==> src/rtpidr_pkg.sv <==
// Shared types and constants for the RTP H.264 IDR packet dropper.
// No dependencies; imported by every module of the block.
`timescale 1ns / 1ps
`default_nettype none

package rtpidr_pkg;

  // Width of the internal IDR / non-IDR counters; totals show the low 32 bits.
  localparam int COUNT_BITS = 32;
  localparam int TOTAL_BITS = 32;

  // Frame-verdict queue between parser and counter stage.
  localparam int QUEUE_DEPTH = 4;
  localparam int QUEUE_PTR_BITS = $clog2(QUEUE_DEPTH);

  // Configuration register indexes.
  localparam logic [1:0] CFG_DEST_ADDRESS = 2'd0;
  localparam logic [1:0] CFG_UDP_PORT = 2'd1;
  localparam logic [1:0] CFG_DROP_PERIOD = 2'd2;

  // Configuration reset values.
  localparam logic [31:0] DEST_ADDRESS_RESET = 32'h0A00_0002;
  localparam logic [15:0] UDP_PORT_RESET = 16'd5004;
  localparam logic [7:0] DROP_PERIOD_RESET = 8'd10;

  typedef enum logic [1:0] {
    CLASS_NONE    = 2'd0,
    CLASS_IDR     = 2'd1,
    CLASS_NON_IDR = 2'd2
  } frame_class_t;

  typedef struct packed {
    logic [31:0] dest_address;
    logic [15:0] udp_port;
    logic [7:0]  drop_period;
  } cfg_t;

endpackage

`default_nettype wire

==> src/rtpidr_parser.sv <==
// Front end: walks the frame byte by byte, checks the header fields and
// classifies the frame on its last byte. Depends on rtpidr_pkg.
`timescale 1ns / 1ps
`default_nettype none

module rtpidr_parser (
  input  wire logic                 clk,
  input  wire logic                 rst_n,
  input  wire rtpidr_pkg::cfg_t     cfg,
  input  wire logic                 byte_accept,
  input  wire logic [7:0]           packet_byte,
  input  wire logic                 end_of_packet,
  output rtpidr_pkg::frame_class_t  verdict_class,
  output logic                      verdict_push
);
  import rtpidr_pkg::*;

  localparam logic [6:0] POS_MAX = 7'd127;
  localparam logic [6:0] POS_TYPE_HI = 7'd12;
  localparam logic [6:0] POS_TYPE_LO = 7'd13;
  localparam logic [6:0] POS_IHL = 7'd14;
  localparam logic [6:0] POS_PROTO = 7'd23;
  localparam logic [6:0] POS_DADDR_FIRST = 7'd30;
  localparam logic [6:0] POS_DADDR_LAST = 7'd33;
  localparam logic [6:0] IP_START = 7'd14;
  localparam logic [6:0] PAYLOAD_2ND_OFS = 7'd35;  // IP start + UDP 8 + RTP 12 + 1
  localparam logic [3:0] IHL_MIN = 4'd5;
  localparam logic [7:0] ETYPE_HI = 8'h08;
  localparam logic [7:0] ETYPE_LO = 8'h00;
  localparam logic [7:0] PROTO_UDP = 8'd17;
  localparam logic [1:0] RTP_VERSION = 2'd2;
  localparam logic [4:0] NAL_IDR = 5'd5;
  localparam logic [4:0] NAL_NON_IDR = 5'd1;
  localparam logic [4:0] NAL_FU_A = 5'd28;

  logic [6:0] pos_r, pos_nxt;
  logic [3:0] hw_r, hw_nxt;
  logic       match_r, match_nxt;
  logic [7:0] first_r, first_nxt;
  logic [7:0] second_r, second_nxt;

  logic [6:0] udp_pos;
  logic [6:0] need_pos;
  logic       test;
  logic [7:0] want;
  logic [4:0] nal;
  logic       counted;

  always_comb begin
    hw_nxt = hw_r;
    match_nxt = match_r;
    first_nxt = first_r;
    second_nxt = second_r;
    test = 1'b1;
    want = 8'h00;
    udp_pos = IP_START + {1'b0, hw_r, 2'b00};

    if (pos_r == POS_TYPE_HI) begin
      want = ETYPE_HI;
    end else if (pos_r == POS_TYPE_LO) begin
      want = ETYPE_LO;
    end else if (pos_r == POS_IHL) begin
      hw_nxt = packet_byte[3:0];
      if (packet_byte[3:0] < IHL_MIN) match_nxt = 1'b0;
      test = 1'b0;
    end else if (pos_r == POS_PROTO) begin
      want = PROTO_UDP;
    end else if (pos_r >= POS_DADDR_FIRST && pos_r <= POS_DADDR_LAST) begin
      // address goes out most significant byte first
      case (pos_r[1:0])
        2'b10:   want = cfg.dest_address[31:24];
        2'b11:   want = cfg.dest_address[23:16];
        2'b00:   want = cfg.dest_address[15:8];
        default: want = cfg.dest_address[7:0];
      endcase
    end else if (pos_r == udp_pos + 7'd2) begin
      want = cfg.udp_port[15:8];
    end else if (pos_r == udp_pos + 7'd3) begin
      want = cfg.udp_port[7:0];
    end else if (pos_r == udp_pos + 7'd8) begin
      if (packet_byte[7:6] != RTP_VERSION) match_nxt = 1'b0;
      test = 1'b0;
    end else if (pos_r == udp_pos + 7'd20) begin
      first_nxt = packet_byte;
      test = 1'b0;
    end else if (pos_r == udp_pos + 7'd21) begin
      second_nxt = packet_byte;
      test = 1'b0;
    end else begin
      test = 1'b0;
    end

    if (test && packet_byte != want) match_nxt = 1'b0;

    pos_nxt = (pos_r == POS_MAX) ? pos_r : pos_r + 7'd1;

    // verdict uses the state including this byte
    need_pos = PAYLOAD_2ND_OFS + {1'b0, hw_nxt, 2'b00};
    counted = match_nxt && (hw_nxt >= IHL_MIN) && (pos_r >= need_pos);
    nal = first_nxt[4:0];
    if (nal == NAL_FU_A) nal = second_nxt[4:0];

    verdict_class = CLASS_NONE;
    if (counted && nal == NAL_IDR) verdict_class = CLASS_IDR;
    else if (counted && nal == NAL_NON_IDR) verdict_class = CLASS_NON_IDR;

    verdict_push = byte_accept && end_of_packet;
  end

  always_ff @(posedge clk) begin
    if (!rst_n) begin
      pos_r <= '0;
      hw_r <= '0;
      match_r <= 1'b1;
      first_r <= '0;
      second_r <= '0;
    end else if (byte_accept) begin
      if (end_of_packet) begin
        pos_r <= '0;
        hw_r <= '0;
        match_r <= 1'b1;
        first_r <= '0;
        second_r <= '0;
      end else begin
        pos_r <= pos_nxt;
        hw_r <= hw_nxt;
        match_r <= match_nxt;
        first_r <= first_nxt;
        second_r <= second_nxt;
      end
    end
  end

endmodule

`default_nettype wire

==> src/rtpidr_queue.sv <==
// Short verdict queue between the parser and the counter stage.
// Depends on rtpidr_pkg.
`timescale 1ns / 1ps
`default_nettype none

module rtpidr_queue (
  input  wire logic                     clk,
  input  wire logic                     rst_n,
  input  wire logic                     push,
  input  wire rtpidr_pkg::frame_class_t push_class,
  output logic                          full,
  input  wire logic                     pop,
  output rtpidr_pkg::frame_class_t      pop_class,
  output logic                          empty
);
  import rtpidr_pkg::*;

  frame_class_t entry_r [QUEUE_DEPTH];
  logic [QUEUE_PTR_BITS-1:0] wr_ptr_r, rd_ptr_r;
  logic [QUEUE_PTR_BITS:0]   count_r, count_nxt;
  logic                      do_push, do_pop;

  assign full = (count_r == (QUEUE_PTR_BITS + 1)'(QUEUE_DEPTH));
  assign empty = (count_r == '0);
  assign do_push = push && !full;
  assign do_pop = pop && !empty;
  assign pop_class = entry_r[rd_ptr_r];

  always_comb begin
    count_nxt = count_r;
    if (do_push && !do_pop) count_nxt = count_r + 1'b1;
    else if (do_pop && !do_push) count_nxt = count_r - 1'b1;
  end

  always_ff @(posedge clk) begin
    if (do_push) entry_r[wr_ptr_r] <= push_class;
  end

  always_ff @(posedge clk) begin
    if (!rst_n) begin
      wr_ptr_r <= '0;
      rd_ptr_r <= '0;
      count_r <= '0;
    end else begin
      if (do_push) wr_ptr_r <= wr_ptr_r + 1'b1;
      if (do_pop) rd_ptr_r <= rd_ptr_r + 1'b1;
      count_r <= count_nxt;
    end
  end

endmodule

`default_nettype wire

==> src/rtpidr_counter.sv <==
// Back end: counts IDR / non-IDR frames, runs the drop phase and holds the
// result in an output register. Depends on rtpidr_pkg.
`timescale 1ns / 1ps
`default_nettype none

module rtpidr_counter (
  input  wire logic                     clk,
  input  wire logic                     rst_n,
  input  wire logic [7:0]               drop_period,
  input  wire logic                     queue_empty,
  input  wire rtpidr_pkg::frame_class_t queue_class,
  output logic                          queue_pop,
  output logic                          out_valid,
  input  wire logic                     out_stall,
  output logic                          out_drop,
  output rtpidr_pkg::frame_class_t      out_frame_class,
  output logic [rtpidr_pkg::TOTAL_BITS-1:0] out_idr_total,
  output logic [rtpidr_pkg::TOTAL_BITS-1:0] out_non_idr_total
);
  import rtpidr_pkg::*;

  logic [COUNT_BITS-1:0] idr_count_r, non_idr_count_r;
  logic [7:0]            phase_r, phase_inc;
  logic                  valid_r, drop_r, drop_nxt;
  frame_class_t          class_r;

  assign queue_pop = !queue_empty && (!valid_r || !out_stall);
  assign phase_inc = phase_r + 8'd1;
  assign drop_nxt = (queue_class == CLASS_IDR) && (phase_inc >= drop_period);

  assign out_valid = valid_r;
  assign out_drop = drop_r;
  assign out_frame_class = class_r;
  assign out_idr_total = TOTAL_BITS'(idr_count_r);
  assign out_non_idr_total = TOTAL_BITS'(non_idr_count_r);

  always_ff @(posedge clk) begin
    if (!rst_n) begin
      valid_r <= 1'b0;
      idr_count_r <= '0;
      non_idr_count_r <= '0;
      phase_r <= '0;
    end else begin
      if (queue_pop) begin
        valid_r <= 1'b1;
        if (queue_class == CLASS_IDR) begin
          idr_count_r <= idr_count_r + 1'b1;
          phase_r <= drop_nxt ? 8'd0 : phase_inc;
        end else if (queue_class == CLASS_NON_IDR) begin
          non_idr_count_r <= non_idr_count_r + 1'b1;
        end
      end else if (!out_stall) begin
        valid_r <= 1'b0;
      end
    end
  end

  always_ff @(posedge clk) begin
    if (queue_pop) begin
      drop_r <= drop_nxt;
      class_r <= queue_class;
    end
  end

endmodule

`default_nettype wire

==> src/rtp_h264_idr_packet_dropper.sv <==
// RTP H.264 IDR packet dropper, top level: configuration registers, parser,
// verdict queue and counter stage. Depends on rtpidr_pkg and its submodules.
//
// Usage:
//   Input channel (in_*): one Ethernet frame byte per transaction, starting
//   at the destination MAC; in_end_of_packet marks the last byte. A byte is
//   taken on any cycle with in_valid high and in_stall low, so a frame moves
//   at one byte per cycle.
//   Output channel (out_*): one transaction per frame, issued for its last
//   byte: drop verdict, class (none / IDR / non-IDR) and the running IDR and
//   non-IDR totals after this frame.
//   Config channel (cfg_*): cfg_ready is always high; index 0 dest_address,
//   1 UDP destination port, 2 drop_period. Other indexes are ignored.
//   Write only idle.
// Path: a verdict goes through the queue write, then the output register,
//   before it shows on out_valid.
// Throughput: one byte per cycle without in_stall; back-to-back single-byte
//   frames give one result per cycle as long as the receiver does not stall.
// Stall: the output register holds its transaction while out_stall is high;
//   verdicts back up in a 4-entry queue, and in_stall rises only when that
//   queue is full. Bytes other than last bytes could pass but are held too.
// Reset: synchronous, active low; registers return to their reset values,
//   counters, phase and queue clear, and a new frame is expected.
`timescale 1ns / 1ps
`default_nettype none

module rtp_h264_idr_packet_dropper (
  input  wire logic                         clk,
  input  wire logic                         rst_n,
  // byte input
  input  wire logic                         in_valid,
  output logic                              in_stall,
  input  wire logic [7:0]                   in_packet_byte,
  input  wire logic                         in_end_of_packet,
  // verdict output
  output logic                              out_valid,
  input  wire logic                         out_stall,
  output logic                              out_drop,
  output logic [1:0]                        out_frame_class,
  output logic [rtpidr_pkg::TOTAL_BITS-1:0] out_idr_total,
  output logic [rtpidr_pkg::TOTAL_BITS-1:0] out_non_idr_total,
  // register writes
  input  wire logic                         cfg_valid,
  output logic                              cfg_ready,
  input  wire logic [1:0]                   cfg_index,
  input  wire logic [31:0]                  cfg_data
);
  import rtpidr_pkg::*;

  cfg_t         cfg_r;
  logic         byte_accept;
  frame_class_t verdict_class;
  logic         verdict_push;
  logic         queue_full, queue_empty, queue_pop;
  frame_class_t queue_class;
  frame_class_t out_class;

  // Register file: always ready, writes land at the handshake edge.
  assign cfg_ready = 1'b1;

  always_ff @(posedge clk) begin
    if (!rst_n) begin
      cfg_r.dest_address <= DEST_ADDRESS_RESET;
      cfg_r.udp_port <= UDP_PORT_RESET;
      cfg_r.drop_period <= DROP_PERIOD_RESET;
    end else if (cfg_valid && cfg_ready) begin
      case (cfg_index)
        CFG_DEST_ADDRESS: cfg_r.dest_address <= cfg_data;
        CFG_UDP_PORT:     cfg_r.udp_port <= cfg_data[15:0];
        CFG_DROP_PERIOD:  cfg_r.drop_period <= cfg_data[7:0];
        default:          ;
      endcase
    end
  end

  // Only the queue can hold up the byte stream.
  assign in_stall = queue_full;
  assign byte_accept = in_valid && !in_stall;

  rtpidr_parser u_parser (
    .clk           (clk),
    .rst_n         (rst_n),
    .cfg           (cfg_r),
    .byte_accept   (byte_accept),
    .packet_byte   (in_packet_byte),
    .end_of_packet (in_end_of_packet),
    .verdict_class (verdict_class),
    .verdict_push  (verdict_push)
  );

  rtpidr_queue u_queue (
    .clk        (clk),
    .rst_n      (rst_n),
    .push       (verdict_push),
    .push_class (verdict_class),
    .full       (queue_full),
    .pop        (queue_pop),
    .pop_class  (queue_class),
    .empty      (queue_empty)
  );

  rtpidr_counter u_counter (
    .clk               (clk),
    .rst_n             (rst_n),
    .drop_period       (cfg_r.drop_period),
    .queue_empty       (queue_empty),
    .queue_class       (queue_class),
    .queue_pop         (queue_pop),
    .out_valid         (out_valid),
    .out_stall         (out_stall),
    .out_drop          (out_drop),
    .out_frame_class   (out_class),
    .out_idr_total     (out_idr_total),
    .out_non_idr_total (out_non_idr_total)
  );

  assign out_frame_class = out_class;

endmodule

`default_nettype wire

==> config.mk <==
export PLATFORM = sky130hd
export DESIGN_NAME = rtp_h264_idr_packet_dropper
export DESIGN_NICKNAME = d
export VERILOG_FILES = /design/src/rtpidr_pkg.sv /design/src/rtpidr_parser.sv /design/src/rtpidr_queue.sv /design/src/rtpidr_counter.sv /design/src/rtp_h264_idr_packet_dropper.sv
export SDC_FILE = /design/constraint.sdc
export NUM_CORES = 1
export LEC_CHECK = 0
export BUFFER_PORTS_ARGS = -buffer_cell sky130_fd_sc_hd__buf_2
export CORE_UTILIZATION = 35
export DETAILED_ROUTE_END_ITERATION = 10
export PLACE_DENSITY = 0.64
export REMOVE_ABC_BUFFERS = 1
export SKIP_CTS_REPAIR_TIMING = 1
export SLEW_MARGIN = 20
export SYNTH_ARGS = -nofsm -noshare
export SYNTH_HDL_FRONTEND = slang
export SYNTH_SLANG_ARGS = --single-unit
==> constraint.sdc <==
create_clock -name clk -period 11.6 [get_ports clk]
set_input_delay 0.58 -clock clk [delete_from_list [all_inputs] [get_ports clk]]
set_output_delay 0.58 -clock clk [all_outputs]
set_load 0.03 [all_outputs]
### Word-level counts from Yosys, hierarchy flattened

Memories as Yosys holds them, arrays and structs flattened. A register that Yosys moved wholly into a read port is not among the register bits.
Index checks and enable logic that the tools add are counted.
W data, S select, Z words.

* add/subtract/negate cells: 15
* $lt $le $gt $ge: 6
* equality and inequality tests: 24
* reduce and logical (&&, ||, !) cells: 31
* bitwise logic cells: 1
* mux-type cells: 66

Operators with widths (count)
* $mux W5: 22
* $add A32 B1 Y32 const B: 2
* $mux W8: 8
* $eq A7 B7 Y1: 5
* $pmux W8 S3: 1
* $mux W1: 23
* $eq A7 B4 Y1 const B: 3
* $mux W4: 4
* $add A7 B2 Y7 const B: 2
* $add A7 B5 Y7 const B: 2
* $logic_and A1 B1 Y1: 14
* $mux W7: 2
* $reduce_and A2 Y1: 5
* $add A8 B1 Y8 const B: 1
* $eq A2 B2 Y1 const B: 4
* $ge A8 B8 Y1: 1
* $mux W2: 4
* $ne A8 B8 Y1: 1
* $add A4 B6 Y7 const A: 1
* $add A6 B6 Y7 const A: 1
* $add A7 B1 Y7 const B: 1
* $add A7 B4 Y7 const B: 1
* $eq A7 B5 Y1 const B: 1
* $eq A7 B7 Y1 const B: 1
* other kinds (23): 33

* memories kept: 1
* word-level logic and storage cells: 161
* output and inout port bits: 70
* RAM bits: 8
* bits in registers: 161

Memories
* u_queue.entry_r: words 4, bits a word 2, rd ports 1, clocked after Yosys merged registers in 1, wr ports 1, RTL line rtpidr_queue.sv:18 `frame_class_t entry_r [QUEUE_DEPTH];`

### Longest topological paths before layout

* word-level depth: 18
* mapped depth: 17
* gate-level depth less buffers: 14

### Hierarchy

A second synthesis with hierarchy kept.

* cell total of the unflattened synthesis: 1122
* area, all modules: 9750.6 µm²

By module, submodules not included
* rtpidr_counter: area each 3746.1 µm², cells an instance 436, times used 1, seq. area each 1551.5 µm²
* rtpidr_parser: area each 2925.3 µm², cells an instance 394, times used 1, seq. area each 440.4 µm²
* rtp_h264_idr_packet_dropper: area each 2304.7 µm², cells an instance 234, times used 1, seq. area each 1121.1 µm²
* rtpidr_queue: area each 774.5 µm², cells an instance 58, times used 1, seq. area each 420.4 µm²

### Least setup slack after synthesis

OpenSTA, ideal clock, no wires.

* path kind: reg2reg
* from: register u_parser.hw_r[0]
* to: memory u_queue.entry_r[0][1] (netlist bit) (data pin)
* slack: 7582 ps
* clock period less this slack: 4018 ps
* arrival time: 3810 ps
* buffers on the path: 2
* cell stages (with the launch flop): 16
* required time: 11391 ps
* path through: dfxtp_1 buf_4 inv_1 ha_1 buf_2 xor2_1 ha_1 or3_1 a221oi_1 o21a_1 o221ai_1 nor2_1 mux2_2 or3_1 o211ai_1 nor3b_1

* word-level cells in the longest chain between the ends: 18

RTL lines
* from (decl): RTL line rtpidr_parser.sv:37 `logic [3:0] hw_r, hw_nxt;`
* from (signal assigned): RTL line rtpidr_parser.sv:126 `hw_r <= hw_nxt;`
* $add A4 B6 Y7: RTL line rtpidr_parser.sv:56 `udp_pos = IP_START + {1'b0, hw_r, 2'b00};`
* $add A7 B5 Y7 (tied with other cells): RTL line rtpidr_parser.sv:83 `end else if (pos_r == udp_pos + 7'd20) begin`
* $eq A7 B7 Y1, on equally long branches: RTL line rtpidr_parser.sv:83, rtpidr_parser.sv:78, rtpidr_parser.sv:86
* $mux W5 (tied with other cells): RTL line rtpidr_parser.sv:83
* $mux W5 (tied with other cells): RTL line rtpidr_parser.sv:80 `end else if (pos_r == udp_pos + 7'd8) begin`
* $mux W5 (tied with other cells): RTL line rtpidr_parser.sv:78 `end else if (pos_r == udp_pos + 7'd3) begin`
* $mux W5 (tied with other cells): RTL line rtpidr_parser.sv:76 `end else if (pos_r == udp_pos + 7'd2) begin`
* $mux W5 (tied with other cells): RTL line rtpidr_parser.sv:68 `end else if (pos_r >= POS_DADDR_FIRST && pos_r <= POS_DADDR_LAST) begin`
* [... 3 more ...]
* $mux W5 (tied with other cells): RTL line rtpidr_parser.sv:58 `if (pos_r == POS_TYPE_HI) begin`
* $eq A5 B5 Y1 (tied with other cells): RTL line rtpidr_parser.sv:101 `if (nal == NAL_FU_A) nal = second_nxt[4:0];`
* $mux W5 / $logic_and A1 B1 Y1 (equally long branches): RTL line rtpidr_parser.sv:101, rtpidr_parser.sv:99
* $eq A5 B1 Y1 / $logic_and A1 B1 Y1 (equally long branches): RTL line rtpidr_parser.sv:105, rtpidr_parser.sv:99
* $logic_and A1 B1 Y1: RTL line rtpidr_parser.sv:105 `else if (counted && nal == NAL_NON_IDR) verdict_class = CLASS_NON_IDR;`
* $mux W2: RTL line rtpidr_parser.sv:105
* $mux W2 *: RTL line rtpidr_parser.sv:104 `if (counted && nal == NAL_IDR) verdict_class = CLASS_IDR;`
* net u_parser.verdict_class[1]: RTL line rtpidr_parser.sv:13 `output rtpidr_pkg::frame_class_t verdict_class,`
* to (decl): RTL line rtpidr_queue.sv:18

The timed path passes the listed nets; every way through them passes the cells marked *.

### Worst setup path after layout

* from: register u_parser.hw_r[0]
* to: memory u_queue.entry_r[2][1] (netlist bit) (data pin)

Same word-level chain as after synthesis.

==> out/results.ini <==
[pwr]
areal_power_density_over_the_cells_mw_per_mm2 = 135
power.share.sequential_pct = 45.8
internal_power_mw = 0.989
p_sw_mw = 0.424
ir_drop_mv = 0.0742
switching_fraction_of_total_power_pct = 30.0
power_frac_clock_pct = 39.8
share_comb_of_total_power_pct = 14.4
p_leak_nw = 4.23

[detailed_routing]
ant_nets = 0
detail_route.vias_per_cell = 5.19
initialDrtViolationCount = 712
wire_per_inst_um = 15.1
finalWirelength_um = 22300
drc = 0
drt-pass1-iter-count = 5
via_count = 7659

[global_routing]
grt_remaining_overflow = 0
number_of_global_route_vias_before_repair = 7170
grt_usage_pct = 16.9
pin_count_of_the_biggest_net_entering_global_routing = 103
grt_antenna_before_repair = 0
first_pass_grt_wire_length_um = 36100

[hold_path]
holdPathEnd = cfg_r[49]
type_of_the_most_critical_hold_path = in -> reg
hold_path_startpoint = cfg_data[25]
hold_depth = 3

[finish]
antennaDiodeCount = 0
nNetsFinal = 1210
drive_gt1_share_pct = 15.0
finalNonFillerCells = 1475
flow.area_growth_from_synthesis_pct = 15.0
fillerInstances = 2542

[sta]
fin_ws_ps = 6890
timing.final.crit_share_pct = 40.6
clock_skew_ps = 15.4
tightest_slew_ps = 938
grt_setup_unrepaired = false
hold_viol_final = 0
setup-violations-final = 0
final.setup.tns_ps = 0
fmax_ghz = 0.212
slew_violations = 0
max_slew_margin_pct = 37.3
period_minus_slack_ps = 4710

[critical_path]
timing_worst_setup_path_type = reg -> reg
worstPathRequired_ps = 11780
worst_r2r_path_cells = 13
slowest_stage = dfxtp_1
crit-reg2reg-capture = u_queue.entry_r[2][1]
worst_setup_path_startpoint = u_parser.hw_r[0]
crit_fanout = 14
timing.critical_path.cells = inv_1 -> ha_1 -> xor2_1 -> ha_1 -> or3_1 -> a221oi_1 -> o21a_1 -> o221ai_1 -> nor2_1 -> mux2_2 -> or3_1 -> o211ai_1 -> nor3b_1
end_kind = register
rr_startpoint = u_parser.hw_r[0]
startpoint_type = register
endpoint_arrival_time_on_the_critical_path_ps = 4890
worst_path_largest_cell_delay_ps = 600
worst-r2r-setup-slack_ps = 6890

[clock_network]
tritoncts = built
cts-buffers-inserted = 17
cts-root-buf = clkbuf_16
h_tree_depth = 4
clock_pin_transition_on_the_worst_setup_and_hold_timing_paths_ps = 70
clk-insertion-delay-late_ps = 430
cts.sinks = 171
max-clock-path-buffers = 2

[yosys]
synth_area_per_cell_um2 = 8.66
synth-seq-cells = 171
post_synth_inst_count = 1048
synth_enable_flop_cells = 11
synth_top_cells_by_area = dfxtp_1 (35%), nand2_1 (6.6%), xnor2_1 (5.8%), a21boi_0 (4.3%), and2_1 (4.0%)
synthDistinctLibCells = 78
ys_top_cells_by_count = dfxtp_1 (160), nand2_1 (160), xnor2_1 (60), and2_1 (58), a21boi_0 (52)
ys_dominant_reg_cell = dfxtp_1
area_of_the_mapped_netlist_mm2 = 0.00907
netlist.top_cell.by_area = dfxtp_1
synth_seq_area_share_pct = 38.9
ys_warn_count = 0
asyncSetResetFlopFracSynth_pct = 0
yosys.area.top_type_share_pct = 35.3

[die]
design.portCount = 118
design.die.area_mm2 = 0.0266
initial_core_utilization_pct = 35.8
core_region_area_mm2 = 0.0253
die_w_um = 163
num_rows = 58
dieHeight_um = 163

[place]
hpwl_um = 16000
place_worst_setup_slack_ps = 7010
gp_congestion = 0.943
port_buffers = 116
dp_cell_count = 1443

[flow_run]
drv.max_cap_violation_count = 0

[status]
status = completed

==> per-layer routing <==
layer	part of all wire, %	global-route usage [%]	vias to the layer above	wire [µm]
li1	-	-	3824	-
met4	2.0	5.78	0	448
met2	44	27.2	240	9820
met3	5.5	2.39	34	1220
met1	48	23.1	3561	10800
met5	0	0	-	0
==> worst max path at each step <==
stage                       endpoint  depth (start not counted)
4_1_cts        u_queue.entry_r[2][1]                         13
3_3_place_gp   u_queue.entry_r[0][1]                         13
5_1_grt        u_queue.entry_r[0][1]                         13
3_5_place_dp   u_queue.entry_r[2][1]                         13
2_1_floorplan  u_queue.entry_r[0][1]                         13
6_report       u_queue.entry_r[2][1]                         13
==> per-stage QoR <==
step / utilization [%] / hold slack (ps) / power [mW] / area (µm²)
global route: 41.2 / 364 / 1.48 / 10400
finish: 41.2 / 357 / 1.41 / 10400
global placement: 38.9 / 452 / 0.861 / 9860
floorplan: - / 436 / 0.794 / 8830
CTS: 41.2 / 343 / 1.43 / 10400
detailed placement: 38.9 / 458 / 0.864 / 9860
==> worst max-delay path, delay by kind of cell (launching register included) <==
family | cells | cell delay (ps)
AO/OA/AOI/OAI | 4 | 850
XOR/XNOR | 1 | 210
adder cells (fa/ha/maj) | 2 | 620
buffers and inverters | 1 | 150
flip-flops | 1 | 600
multiplexers | 1 | 410
AND/OR/NAND/NOR | 4 | 1630
==> flip-flops by register name, summed over array words and instances (netlist names), 3 cells and up, named ones only <==
register and count:
u_parser.first_r 5, u_parser.pos_r 7, u_parser.second_r 5, u_counter.out_non_idr_total 32, u_counter.phase_r 8, u_counter.out_idr_total 32, u_parser.hw_r 4, u_queue.entry_r 8
u_queue.count_r 3, cfg_r 56
==> area by class of cell <==
type                       instances  area (µm²)  share of cell area [%]
multi-input combinational        789        5180                    49.6
sequential                       171        3530                    33.9
timing repair buffer             119         606                    5.80
clock buffer                      18         429                    4.11
tap                              330         413                    3.96
clock inverter                    14         149                    1.43
inverter                          34         128                    1.22
==> power groups by stage <==
stage	Clock (mW)	Combinational, mW	Sequential, mW
5_1_grt	0.603	0.225	0.651
3_5_place_dp	0	0.204	0.660
6_report	0.562	0.204	0.647
4_1_cts	0.579	0.205	0.646
2_1_floorplan	0	0.118	0.676
3_3_place_gp	0	0.201	0.659
==> placed cells by master, fill, tap and decap left out, types with 4 or more instances in the layout <==
master and n:
a211oi_1 4, a21boi_0 52, a21boi_1 4, a21o_1 9
a21oi_1 17, a221oi_1 4, a222oi_1 8, a22oi_1 12
a32o_1 5, and2_1 58, and3_1 23, buf_2 115
buf_4 4, clkbuf_16 17, dfxtp_1 160, edfxtp_1 11
ha_1 29, inv_1 33, inv_6 6, mux2_2 5
mux2i_1 18, nand2_1 160, nand2b_1 8, nand3_1 43
nand3b_1 4, nand4_1 19, nor2_1 49, nor2b_1 31
nor3_1 18, nor3b_1 4, nor4_1 4, nor4b_1 6
o211ai_1 5, o21ai_0 35, o221ai_1 4, o22ai_1 4
or3_1 17, xnor2_1 60, xor2_1 20
==> cells by family (layout without fill, tap and decap cells) <==
group | after synthesis | after routing | share of synthesized area [%]
compound gates | 188 | 188 | 15.0
xor+xnor | 80 | 80 | 7.72
fa+ha+maj | 30 | 30 | 4.22
buf+inv | 88 | 185 | 4.03
flops | 171 | 171 | 38.9
mux | 25 | 25 | 3.14
other cells | 1 | 1 | 0.0413
simple gates | 465 | 465 | 26.9
Note: power is estimated with default switching activity, not from simulation.
